--- src/hdl/ptpq_pkg.sv ---
// Package for the process table priority queue: command and status codes,
// request, result and stored record structures. No dependencies.
package ptpq_pkg;

    typedef enum logic [2:0] {
        CMD_APPEND = 3'd0,
        CMD_LOOKUP = 3'd1,
        CMD_POP    = 3'd2,
        CMD_BEST   = 3'd3,
        CMD_DELETE = 3'd4
    } cmd_t;

    typedef enum logic [1:0] {
        ST_OK       = 2'd0,
        ST_EMPTY    = 2'd1,
        ST_NOTFOUND = 2'd2,
        ST_FULL     = 2'd3
    } status_t;

    typedef struct packed {
        logic [2:0]  cmd;
        logic [7:0]  job_id;
        logic [7:0]  prio_in;
        logic [11:0] code_words_in;
        logic [11:0] input_words_in;
        logic [11:0] output_words_in;
        logic [11:0] temp_words_in;
        logic [15:0] disk_base_in;
    } req_t;

    typedef struct packed {
        logic [1:0]  status;
        logic [7:0]  rec_id;
        logic [7:0]  rec_prio;
        logic [11:0] rec_code_words;
        logic [11:0] rec_input_words;
        logic [11:0] rec_output_words;
        logic [11:0] rec_temp_words;
        logic [15:0] rec_disk_base;
    } res_t;

    typedef struct packed {
        logic [7:0]  id;
        logic [7:0]  prio;
        logic [47:0] sizes;
        logic [15:0] disk_base;
    } entry_t;

endpackage

--- src/hdl/process_table_priority_queue.sv ---
// Process table priority queue top level: record memory, search and compaction
// sequencer and result register. Depends on ptpq_pkg.
//
// Usage: requests enter on s_valid/s_ready with payload s_data (req_t); each
// request gives exactly one result on m_valid/m_ready with payload m_data.
// Records live in one synchronous memory of TABLE_DEPTH entries with one
// registered read port. For append, a spare code or an empty table, the
// sequencer goes from idle straight to its done state, and the result then
// passes the pending result register into the output register.
// Lookup and best scan the whole table one entry a cycle. Pop and delete scan
// too, then close the gap by moving each later record down one place with one
// read and one write a cycle.
// One request is in work at a time. s_ready is high when the sequencer is idle
// and no finished result is waiting to enter the output register, so the next
// request can be taken in the same cycle as a result appears on m_valid.
// Reset empties the table at once (the count is cleared; no memory sweep).
// When the receiver stalls, the result holds in m_data and the next request
// is taken but its result waits until the register is free.
module process_table_priority_queue
    import ptpq_pkg::*;
#(
    parameter int TABLE_DEPTH = 32
) (
    input  logic aclk,
    input  logic aresetn,
    input  logic s_valid,
    output logic s_ready,
    input  req_t s_data,
    output logic m_valid,
    input  logic m_ready,
    output res_t m_data
);

    localparam int AW = (TABLE_DEPTH > 1) ? $clog2(TABLE_DEPTH) : 1;
    localparam int CW = $clog2(TABLE_DEPTH + 1);
    localparam res_t RES_FULL  = '{status: ST_FULL, default: '0};
    localparam res_t RES_EMPTY = '{status: ST_EMPTY, default: '0};

    typedef enum logic [2:0] {
        S_IDLE, S_SCAN, S_SHIFT, S_DONE
    } state_t;

    entry_t mem [TABLE_DEPTH];
    entry_t rd_data;
    logic [AW-1:0] rd_addr;
    logic          wr_en;
    logic [AW-1:0] wr_addr;
    entry_t        wr_data;

    state_t        state_reg;
    logic [CW-1:0] count_reg;
    req_t          req_reg;
    logic [CW-1:0] idx_reg;
    logic          rd_vld_reg;
    logic [CW-1:0] rd_idx_reg;
    logic          hit_reg;
    logic [CW-1:0] hit_idx_reg;
    entry_t        hit_rec_reg;
    res_t          res_reg;
    logic          res_pend_reg;
    logic          m_valid_reg;
    res_t          m_data_reg;

    always_ff @(posedge aclk) begin
        if (wr_en) begin
            mem[wr_addr] <= wr_data;
        end
        rd_data <= mem[rd_addr];
    end

    assign s_ready = (state_reg == S_IDLE) && !res_pend_reg;
    assign m_valid = m_valid_reg;
    assign m_data  = m_data_reg;

    logic cand;
    always_comb begin
        cand = 1'b0;
        case (req_reg.cmd) inside
            CMD_LOOKUP, CMD_DELETE: cand = !hit_reg && (rd_data.id == req_reg.job_id);
            CMD_BEST: cand = !hit_reg || (rd_data.prio < hit_rec_reg.prio);
            CMD_POP: cand = !hit_reg;
            default: cand = 1'b0;
        endcase
    end

    always_comb begin
        rd_addr = idx_reg[AW-1:0];
        wr_en   = 1'b0;
        wr_addr = count_reg[AW-1:0];
        wr_data = '{id: s_data.job_id, prio: s_data.prio_in,
                    sizes: {s_data.temp_words_in, s_data.output_words_in,
                            s_data.input_words_in, s_data.code_words_in},
                    disk_base: s_data.disk_base_in};
        if (state_reg == S_IDLE) begin
            wr_en = s_valid && s_ready && (s_data.cmd == CMD_APPEND) &&
                    (count_reg < CW'(TABLE_DEPTH));
        end else if (state_reg == S_SHIFT && rd_vld_reg) begin
            wr_en   = 1'b1;
            wr_addr = AW'(rd_idx_reg - 1'b1);
            wr_data = rd_data;
        end
    end

    function automatic res_t rec_res(entry_t e);
        res_t r;
        r.status           = ST_OK;
        r.rec_id           = e.id;
        r.rec_prio         = e.prio;
        r.rec_code_words   = e.sizes[11:0];
        r.rec_input_words  = e.sizes[23:12];
        r.rec_output_words = e.sizes[35:24];
        r.rec_temp_words   = e.sizes[47:36];
        r.rec_disk_base    = e.disk_base;
        return r;
    endfunction

    always_ff @(posedge aclk) begin
        if (!aresetn) begin
            state_reg    <= S_IDLE;
            count_reg    <= '0;
            rd_vld_reg   <= 1'b0;
            res_pend_reg <= 1'b0;
            m_valid_reg  <= 1'b0;
            hit_reg      <= 1'b0;
        end else begin
            if (res_pend_reg && (!m_valid_reg || m_ready)) begin
                m_valid_reg  <= 1'b1;
                m_data_reg   <= res_reg;
                res_pend_reg <= 1'b0;
            end else if (m_valid_reg && m_ready) begin
                m_valid_reg <= 1'b0;
            end
            unique case (state_reg)
                S_IDLE: begin
                    if (s_valid && s_ready) begin
                        req_reg    <= s_data;
                        idx_reg    <= '0;
                        rd_vld_reg <= 1'b0;
                        hit_reg    <= 1'b0;
                        if (s_data.cmd == CMD_APPEND) begin
                            if (count_reg < CW'(TABLE_DEPTH)) begin
                                count_reg <= count_reg + 1'b1;
                                res_reg   <= '0;
                            end else begin
                                res_reg <= RES_FULL;
                            end
                            state_reg <= S_DONE;
                        end else if (s_data.cmd == CMD_LOOKUP || s_data.cmd == CMD_POP ||
                                     s_data.cmd == CMD_BEST || s_data.cmd == CMD_DELETE) begin
                            if (count_reg == '0) begin
                                res_reg   <= RES_EMPTY;
                                state_reg <= S_DONE;
                            end else begin
                                res_reg   <= '0;
                                state_reg <= S_SCAN;
                            end
                        end else begin
                            res_reg   <= '0;
                            state_reg <= S_DONE;
                        end
                    end
                end
                S_SCAN: begin
                    rd_idx_reg <= idx_reg;
                    if (rd_vld_reg && cand) begin
                        hit_reg     <= 1'b1;
                        hit_idx_reg <= rd_idx_reg;
                        hit_rec_reg <= rd_data;
                    end
                    if (rd_vld_reg && !(idx_reg < count_reg)) begin
                        rd_vld_reg <= 1'b0;
                        if (!hit_reg && !cand) begin
                            res_reg.status <= ST_NOTFOUND;
                            state_reg      <= S_DONE;
                        end else begin
                            res_reg <= rec_res((hit_reg && !(cand && req_reg.cmd == CMD_BEST))
                                               ? hit_rec_reg : rd_data);
                            if (req_reg.cmd == CMD_POP || req_reg.cmd == CMD_DELETE) begin
                                idx_reg   <= (hit_reg ? hit_idx_reg : rd_idx_reg) + 1'b1;
                                state_reg <= S_SHIFT;
                            end else begin
                                state_reg <= S_DONE;
                            end
                        end
                    end else begin
                        rd_vld_reg <= (idx_reg < count_reg);
                        idx_reg    <= idx_reg + 1'b1;
                    end
                end
                S_SHIFT: begin
                    rd_vld_reg <= (idx_reg < count_reg);
                    rd_idx_reg <= idx_reg;
                    idx_reg    <= idx_reg + 1'b1;
                    if (!(idx_reg < count_reg) && !rd_vld_reg) begin
                        count_reg <= count_reg - 1'b1;
                        state_reg <= S_DONE;
                    end
                end
                S_DONE: begin
                    res_pend_reg <= 1'b1;
                    state_reg    <= S_IDLE;
                end
                default: state_reg <= S_IDLE;
            endcase
        end
    end

`ifndef SYNTHESIS
    a_count_range: assert property (@(posedge aclk) disable iff (!aresetn)
        count_reg <= CW'(TABLE_DEPTH))
        else $error("entry count exceeds table depth");
    a_no_accept_busy: assert property (@(posedge aclk) disable iff (!aresetn)
        (s_valid && s_ready) |=> (state_reg != S_IDLE))
        else $error("accepted request did not start work");
    a_hold_result: assert property (@(posedge aclk) disable iff (!aresetn)
        (m_valid && !m_ready) |=> (m_valid && $stable(m_data)))
        else $error("stalled result changed");
`endif

endmodule

--- config.mk ---
export PLATFORM = sky130hd
export DESIGN_NAME = process_table_priority_queue
export DESIGN_NICKNAME = d
export VERILOG_FILES = /design/src/hdl/ptpq_pkg.sv /design/src/hdl/process_table_priority_queue.sv
export SDC_FILE = /design/constraint.sdc
export NUM_CORES = 2
export LEC_CHECK = 0
export BUFFER_PORTS_ARGS = -buffer_cell sky130_fd_sc_hd__buf_2
export CAP_MARGIN = 10
export CORE_ASPECT_RATIO = 0.8
export CORE_MARGIN = 3
export CORE_UTILIZATION = 53
export CTS_CLUSTER_DIAMETER = 80
export DETAILED_ROUTE_END_ITERATION = 16
export PLACE_DENSITY = 0.69
export SLEW_MARGIN = 20
export SYNTH_ARGS = -nofsm -noshare
export SYNTH_HDL_FRONTEND = slang
export SYNTH_SLANG_ARGS = --single-unit
--- constraint.sdc ---
create_clock -name aclk -period 7.2 [get_ports aclk]
set_clock_uncertainty 0.15 [all_clocks]
set_input_delay 1.44 -clock aclk [delete_from_list [all_inputs] [get_ports aclk]]
set_output_delay 1.44 -clock aclk [all_outputs]
set_load 0.005 [all_outputs]
Word level (Yosys, flattened, before mapping):

Memory sizes are Yosys's and may differ from the RTL's. A register that Yosys moved wholly into a read port is not among the register bits.
Index checks and enable logic that the tools add are counted.

* memories kept: 1
* output and inout bits: 84
* bits in writable memories: 2560
* register bits: 286

Memory list
* mem: words 32, width 80, rd ports 1, clocked after Yosys merged registers in 1, write ports 1, RTL line process_table_priority_queue.sv:43 `entry_t mem [TABLE_DEPTH];`

* reduce and logical (&&, ||, !) cells: 48
* magnitude comparators: 3
* eq/ne operators: 21
* mux-type cells: 50
* add/subtract/negate cells: 5

Operators by type and width (number)
* two-way mux 82 bit: 5
* two-way mux 80 bit: 4
* case mux 82 bit (2 select lines): 1
* two-way mux 81 bit: 1
* two-way mux 6 bit: 9
* adder 6 x 1 -> 6 bit, second input constant: 3
* == test 3 x 2 -> 1 bit, second input constant: 6
* two-way mux 3 bit: 6
* case mux 6 bit (3 select lines): 1
* two-way mux 1 bit: 15
* AND reduction 5 bit: 3
* logical AND 1 bit: 14
* case mux 6 bit (2 select lines): 1
* AND reduction 3 bit: 4
* two-way mux 5 bit: 2
* == test 3 x 1 -> 1 bit, second input constant: 3
* case mux 3 bit (3 select lines): 1
* == test 8 bit: 1
* < comparator 8 bit: 1
* inequality test 2 x 1 -> 1 bit, second input constant: 4
* nonzero test 2 bit: 4
* zero test 1 bit: 7
* == test 3 bit, second input constant: 2
* zero test 3 bit: 2
* 15 further kinds: 27

Logic depth before layout (Yosys ltp):

* depth in word-level cells: 11
* depth in mapped cells: 11
* mapped depth without buffers: 10

Worst setup path after synthesis:

No wires, ideal clock.

* path kind: input port to flip-flop
* start: in s_data[82] (netlist name)
* end: mem mem[30][0] (netlist name) (enable)
* slack: 0.631 ns
* stages: 5
* setup time: 0.519 ns
* data arrival time: 5.899 ns
* path through: or3_1 > or3_1 > nor2_1 > a22oi_1 > nor2_1

* word-level cells in the longest chain between the ends: 6

RTL lines
* start: declaration: RTL line process_table_priority_queue.sv:28 `input req_t s_data,`
* zero test 3 bit: RTL line process_table_priority_queue.sv:95 `wr_en = s_valid && s_ready && (s_data.cmd == CMD_APPEND) &&`
* logical AND 1 bit (2 in a row): RTL line process_table_priority_queue.sv:95
* two-way mux 1 bit: RTL line process_table_priority_queue.sv:94 `if (state_reg == S_IDLE) begin`
* two-way mux 1 bit: RTL line process_table_priority_queue.sv:65 `if (wr_en) begin`
* two-way mux 1 bit (not written as such): RTL line process_table_priority_queue.sv:66 `mem[wr_addr] <= wr_data;`
* end: declaration: RTL line process_table_priority_queue.sv:43

No other way between the ends.

Final worst setup path:

* start: reg req_reg[79] (netlist name)
* end: reg hit_rec_reg[24] (netlist name) (enable)

* word-level cells in the longest chain between the ends: 5

RTL lines
* start: declaration: RTL line process_table_priority_queue.sv:52 `req_t req_reg;`
* start signal: assignment: RTL line process_table_priority_queue.sv:136 `req_reg <= s_data;`
* == test 8 bit: RTL line process_table_priority_queue.sv:79 `CMD_LOOKUP, CMD_DELETE: cand = !hit_reg && (rd_data.id == req_reg.job_id);`
* logical AND 1 bit: RTL line process_table_priority_queue.sv:79
* two-way mux 1 bit: RTL line process_table_priority_queue.sv:78 `case (req_reg.cmd) inside`
* logical AND 1 bit: RTL line process_table_priority_queue.sv:165 `if (rd_vld_reg && cand) begin`
* AND reduction 3 bit (no source line)
* end signal: assignment: RTL line process_table_priority_queue.sv:168 `hit_rec_reg <= rd_data;`
* end: declaration: RTL line process_table_priority_queue.sv:58 `entry_t hit_rec_reg;`

No other way between the ends.
A chain may end at the register's enable or synchronous reset.

==> qor.txt <==
status: completed
fmax: 0.218 GHz
Port Buffers: 170
CTS max path bufs: 4
full die area: 216000 µm²
dpl hpwl: 148000 µm
CTS Sinks: 2925
post_cts resized: 0
synth-to-layout area growth: 12.1%
register area: 86900 µm²
core area: 209000 µm²
drt pass-1 iters: 5
unrepaired setup endpoints after global routing: false
worst vdd ir: 329 µV
CP cell instances: xnor2_1 -> nand3_1 -> nor4_1 -> nand2b_1 -> o21ai_0 -> and4_4 -> buf_4
die width: 519 µm
cell depth of the worst flop-to-flop path: 7
critical path depth in cells: 7
worst hold-check path type: reg -> reg
number of flops mapped to enable cells by yosys: 2833
CP max stage delay: 1010 ps
post-route cell area: 125000 µm²
CP startpoint kind: register
htree depth: 5
Die Y: 417 µm
clock root cell: clkbuf_16
clk_lat worst skew: 920 ps
vias: 54.6k
first-pass GRT wire length: 395000 µm
Yosys reg bits: 2925
initial drt markers: 6905
# Post-CTS Setup Buffers: 0
vias in the first global route: 54.9k
crit path capture type: register
Async SR Flop Fraction: 0%
unique cell type count in the Yosys netlist: 62
hold buffer count at cts: 0
Post-synth top cells: edfxtp_1, mux4_2, mux2i_1, nand2_1, nor2_1
Nets: 5686
leakage dissipation: 0.0396 µW
Avg Cell Area, Syn: 21.1 µm²
initial antenna violation count: 16
Slew headroom: 21.4%
Fin. Hold Viols: 0
Final min period: 4580 ps
clock-pin slew on the worst setup and hold paths: 60 ps
Least-Margin Pin Slew: 1180 ps
area of the multi-input gates: 23500 µm²
Routed WL per cell: 31.7 µm
setup TNS: 0 ps
Seq/Total Area, Yosys: 77.8%
Slew Viols, Final: 0
setup violators final: 0
Synth top area share: 76.2%
hold path depth: 0
most frequent cell after synthesis: edfxtp_1
Crit Path Max Fanout: 56
remaining routing DRC violations: 0
max reg flops: 2560
Via density: 6.36
critical setup path kind: reg -> reg
num ports: 171
CP max-delay cell: and4_4
CTS Buf Count: 288
leading area contributor after synthesis: edfxtp_1
post-place instance area: 116000 µm²
fillcell total: 14.6k
Critical Path AT: 4950 ps
WL final: 272000 µm
critical path required time: 7570 ps
layout cells sized above 1: 24.2%
MaxCap Viol Count: 0
top_reg_cell synth: edfxtp_1
largest net degree at the start of global routing: 126
Overflow after GRT: 0
warnings from Yosys: 0
Core Rows: 150
Initial Utilization: 53.4%
CP delay by family, top: simple AND/OR/NAND/NOR gates
Power Density: 326 nW/µm²
RePlAce Congestion: 0.812
post-synthesis cell count: 5297
gr usage total: 25.3%
main area contributors after synthesis: edfxtp_1, mux4_2, mux2i_1, dfxtp_1, mux2_2
Routed Antenna Nets: 0
Buf+Inv Stages, Crit Path: 1
syn nets: 5408
CTS tree: yes
synthesized cell area: 112000 µm²
Tcrit/Tclk final: 63.6%
==> layer usage <==
metal,wire [µm],GRT usage (%),vias to the layer above
li1,-,-,22465
met1,112000,37.4,28996
met2,128000,38.7,2686
met3,23400,4.25,493
met4,9750,8.70,4
met5,27,0,-
==> path summary, 6_finish.rpt <==
path | slack (ps) | end | start
setup / recovery | 2620 | hit_rec_reg[24]$_DFFE_PP_ | req_reg[79]$_DFFE_PP_
hold / removal | 270 | m_data[26]$_DFFE_PP_ | res_reg[26]$_SDFFCE_PN0P_
setup reg to reg | 2620 | hit_rec_reg[24]$_DFFE_PP_ | req_reg[79]$_DFFE_PP_
hold reg to reg | 270 | m_data[26]$_DFFE_PP_ | res_reg[26]$_SDFFCE_PN0P_
==> where the power goes <==
| part | leakage [µW] | internal (µW) | switching [µW] |
|---|---|---|---|
| combinational | 0.00892 | 2640 | 3800 |
| clock | 0.00435 | 8350 | 6120 |
| sequential | 0.0263 | 19300 | 522 |
==> cell families after synthesis <==
kind of cell | synth area share [%]
adders and majority gates | 0.276
buffers and inverters | 1.46
AOI/OAI and AO/OA | 3.39
xor gates and xnor gates | 0.188
and+or+nand+nor | 2.00
muxes | 14.9
DFF | 77.8
==> through the flow <==
step	hold slack, ps	std cells	power (µW)	setup WS (ps)	util, %
3_3_place_gp	251	8094	26600	1950	55.5
5_1_grt	276	8591	42100	2390	59.8
3_5_place_dp	255	8097	26700	2110	55.6
2_1_floorplan	250	5297	24400	631	-
4_1_cts	269	8588	41000	2590	59.8
6_report	268	8592	40800	2620	59.8
==> layout make-up <==
cell class	instances	share of cell area (%)
clock buffers	383	6.32
clock inverters	108	0.781
diodes	4	0.00800
inverters	42	0.132
multi-input cells	2034	18.8
repair buffers	284	1.77
flip-flops and latches	2925	69.4
well taps	2812	2.81
==> cell usage in the layout (no fill, tap or decap), types with 18 or more instances in the layout <==
master	count
edfxtp_1	2833
mux4_2	563
clkbuf_16	297
mux2i_1	254
nand2_1	220
buf_2	170
mux2_2	123
nor2_1	123
o221ai_1	114
dfxtp_1	92
a21oi_1	83
a21boi_0	82
buf_4	75
clkbuf_1	70
and2_1	67
o22ai_1	61
o21ai_0	53
a211oi_1	43
clkinv_1	42
inv_1	40
clkinv_2	37
buf_12	37
o31ai_1	34
nor2_4	34
nand3_1	22
ha_1	22
xnor2_1	19
bufinv_16	18
Power figures use the tool's default switching activity.
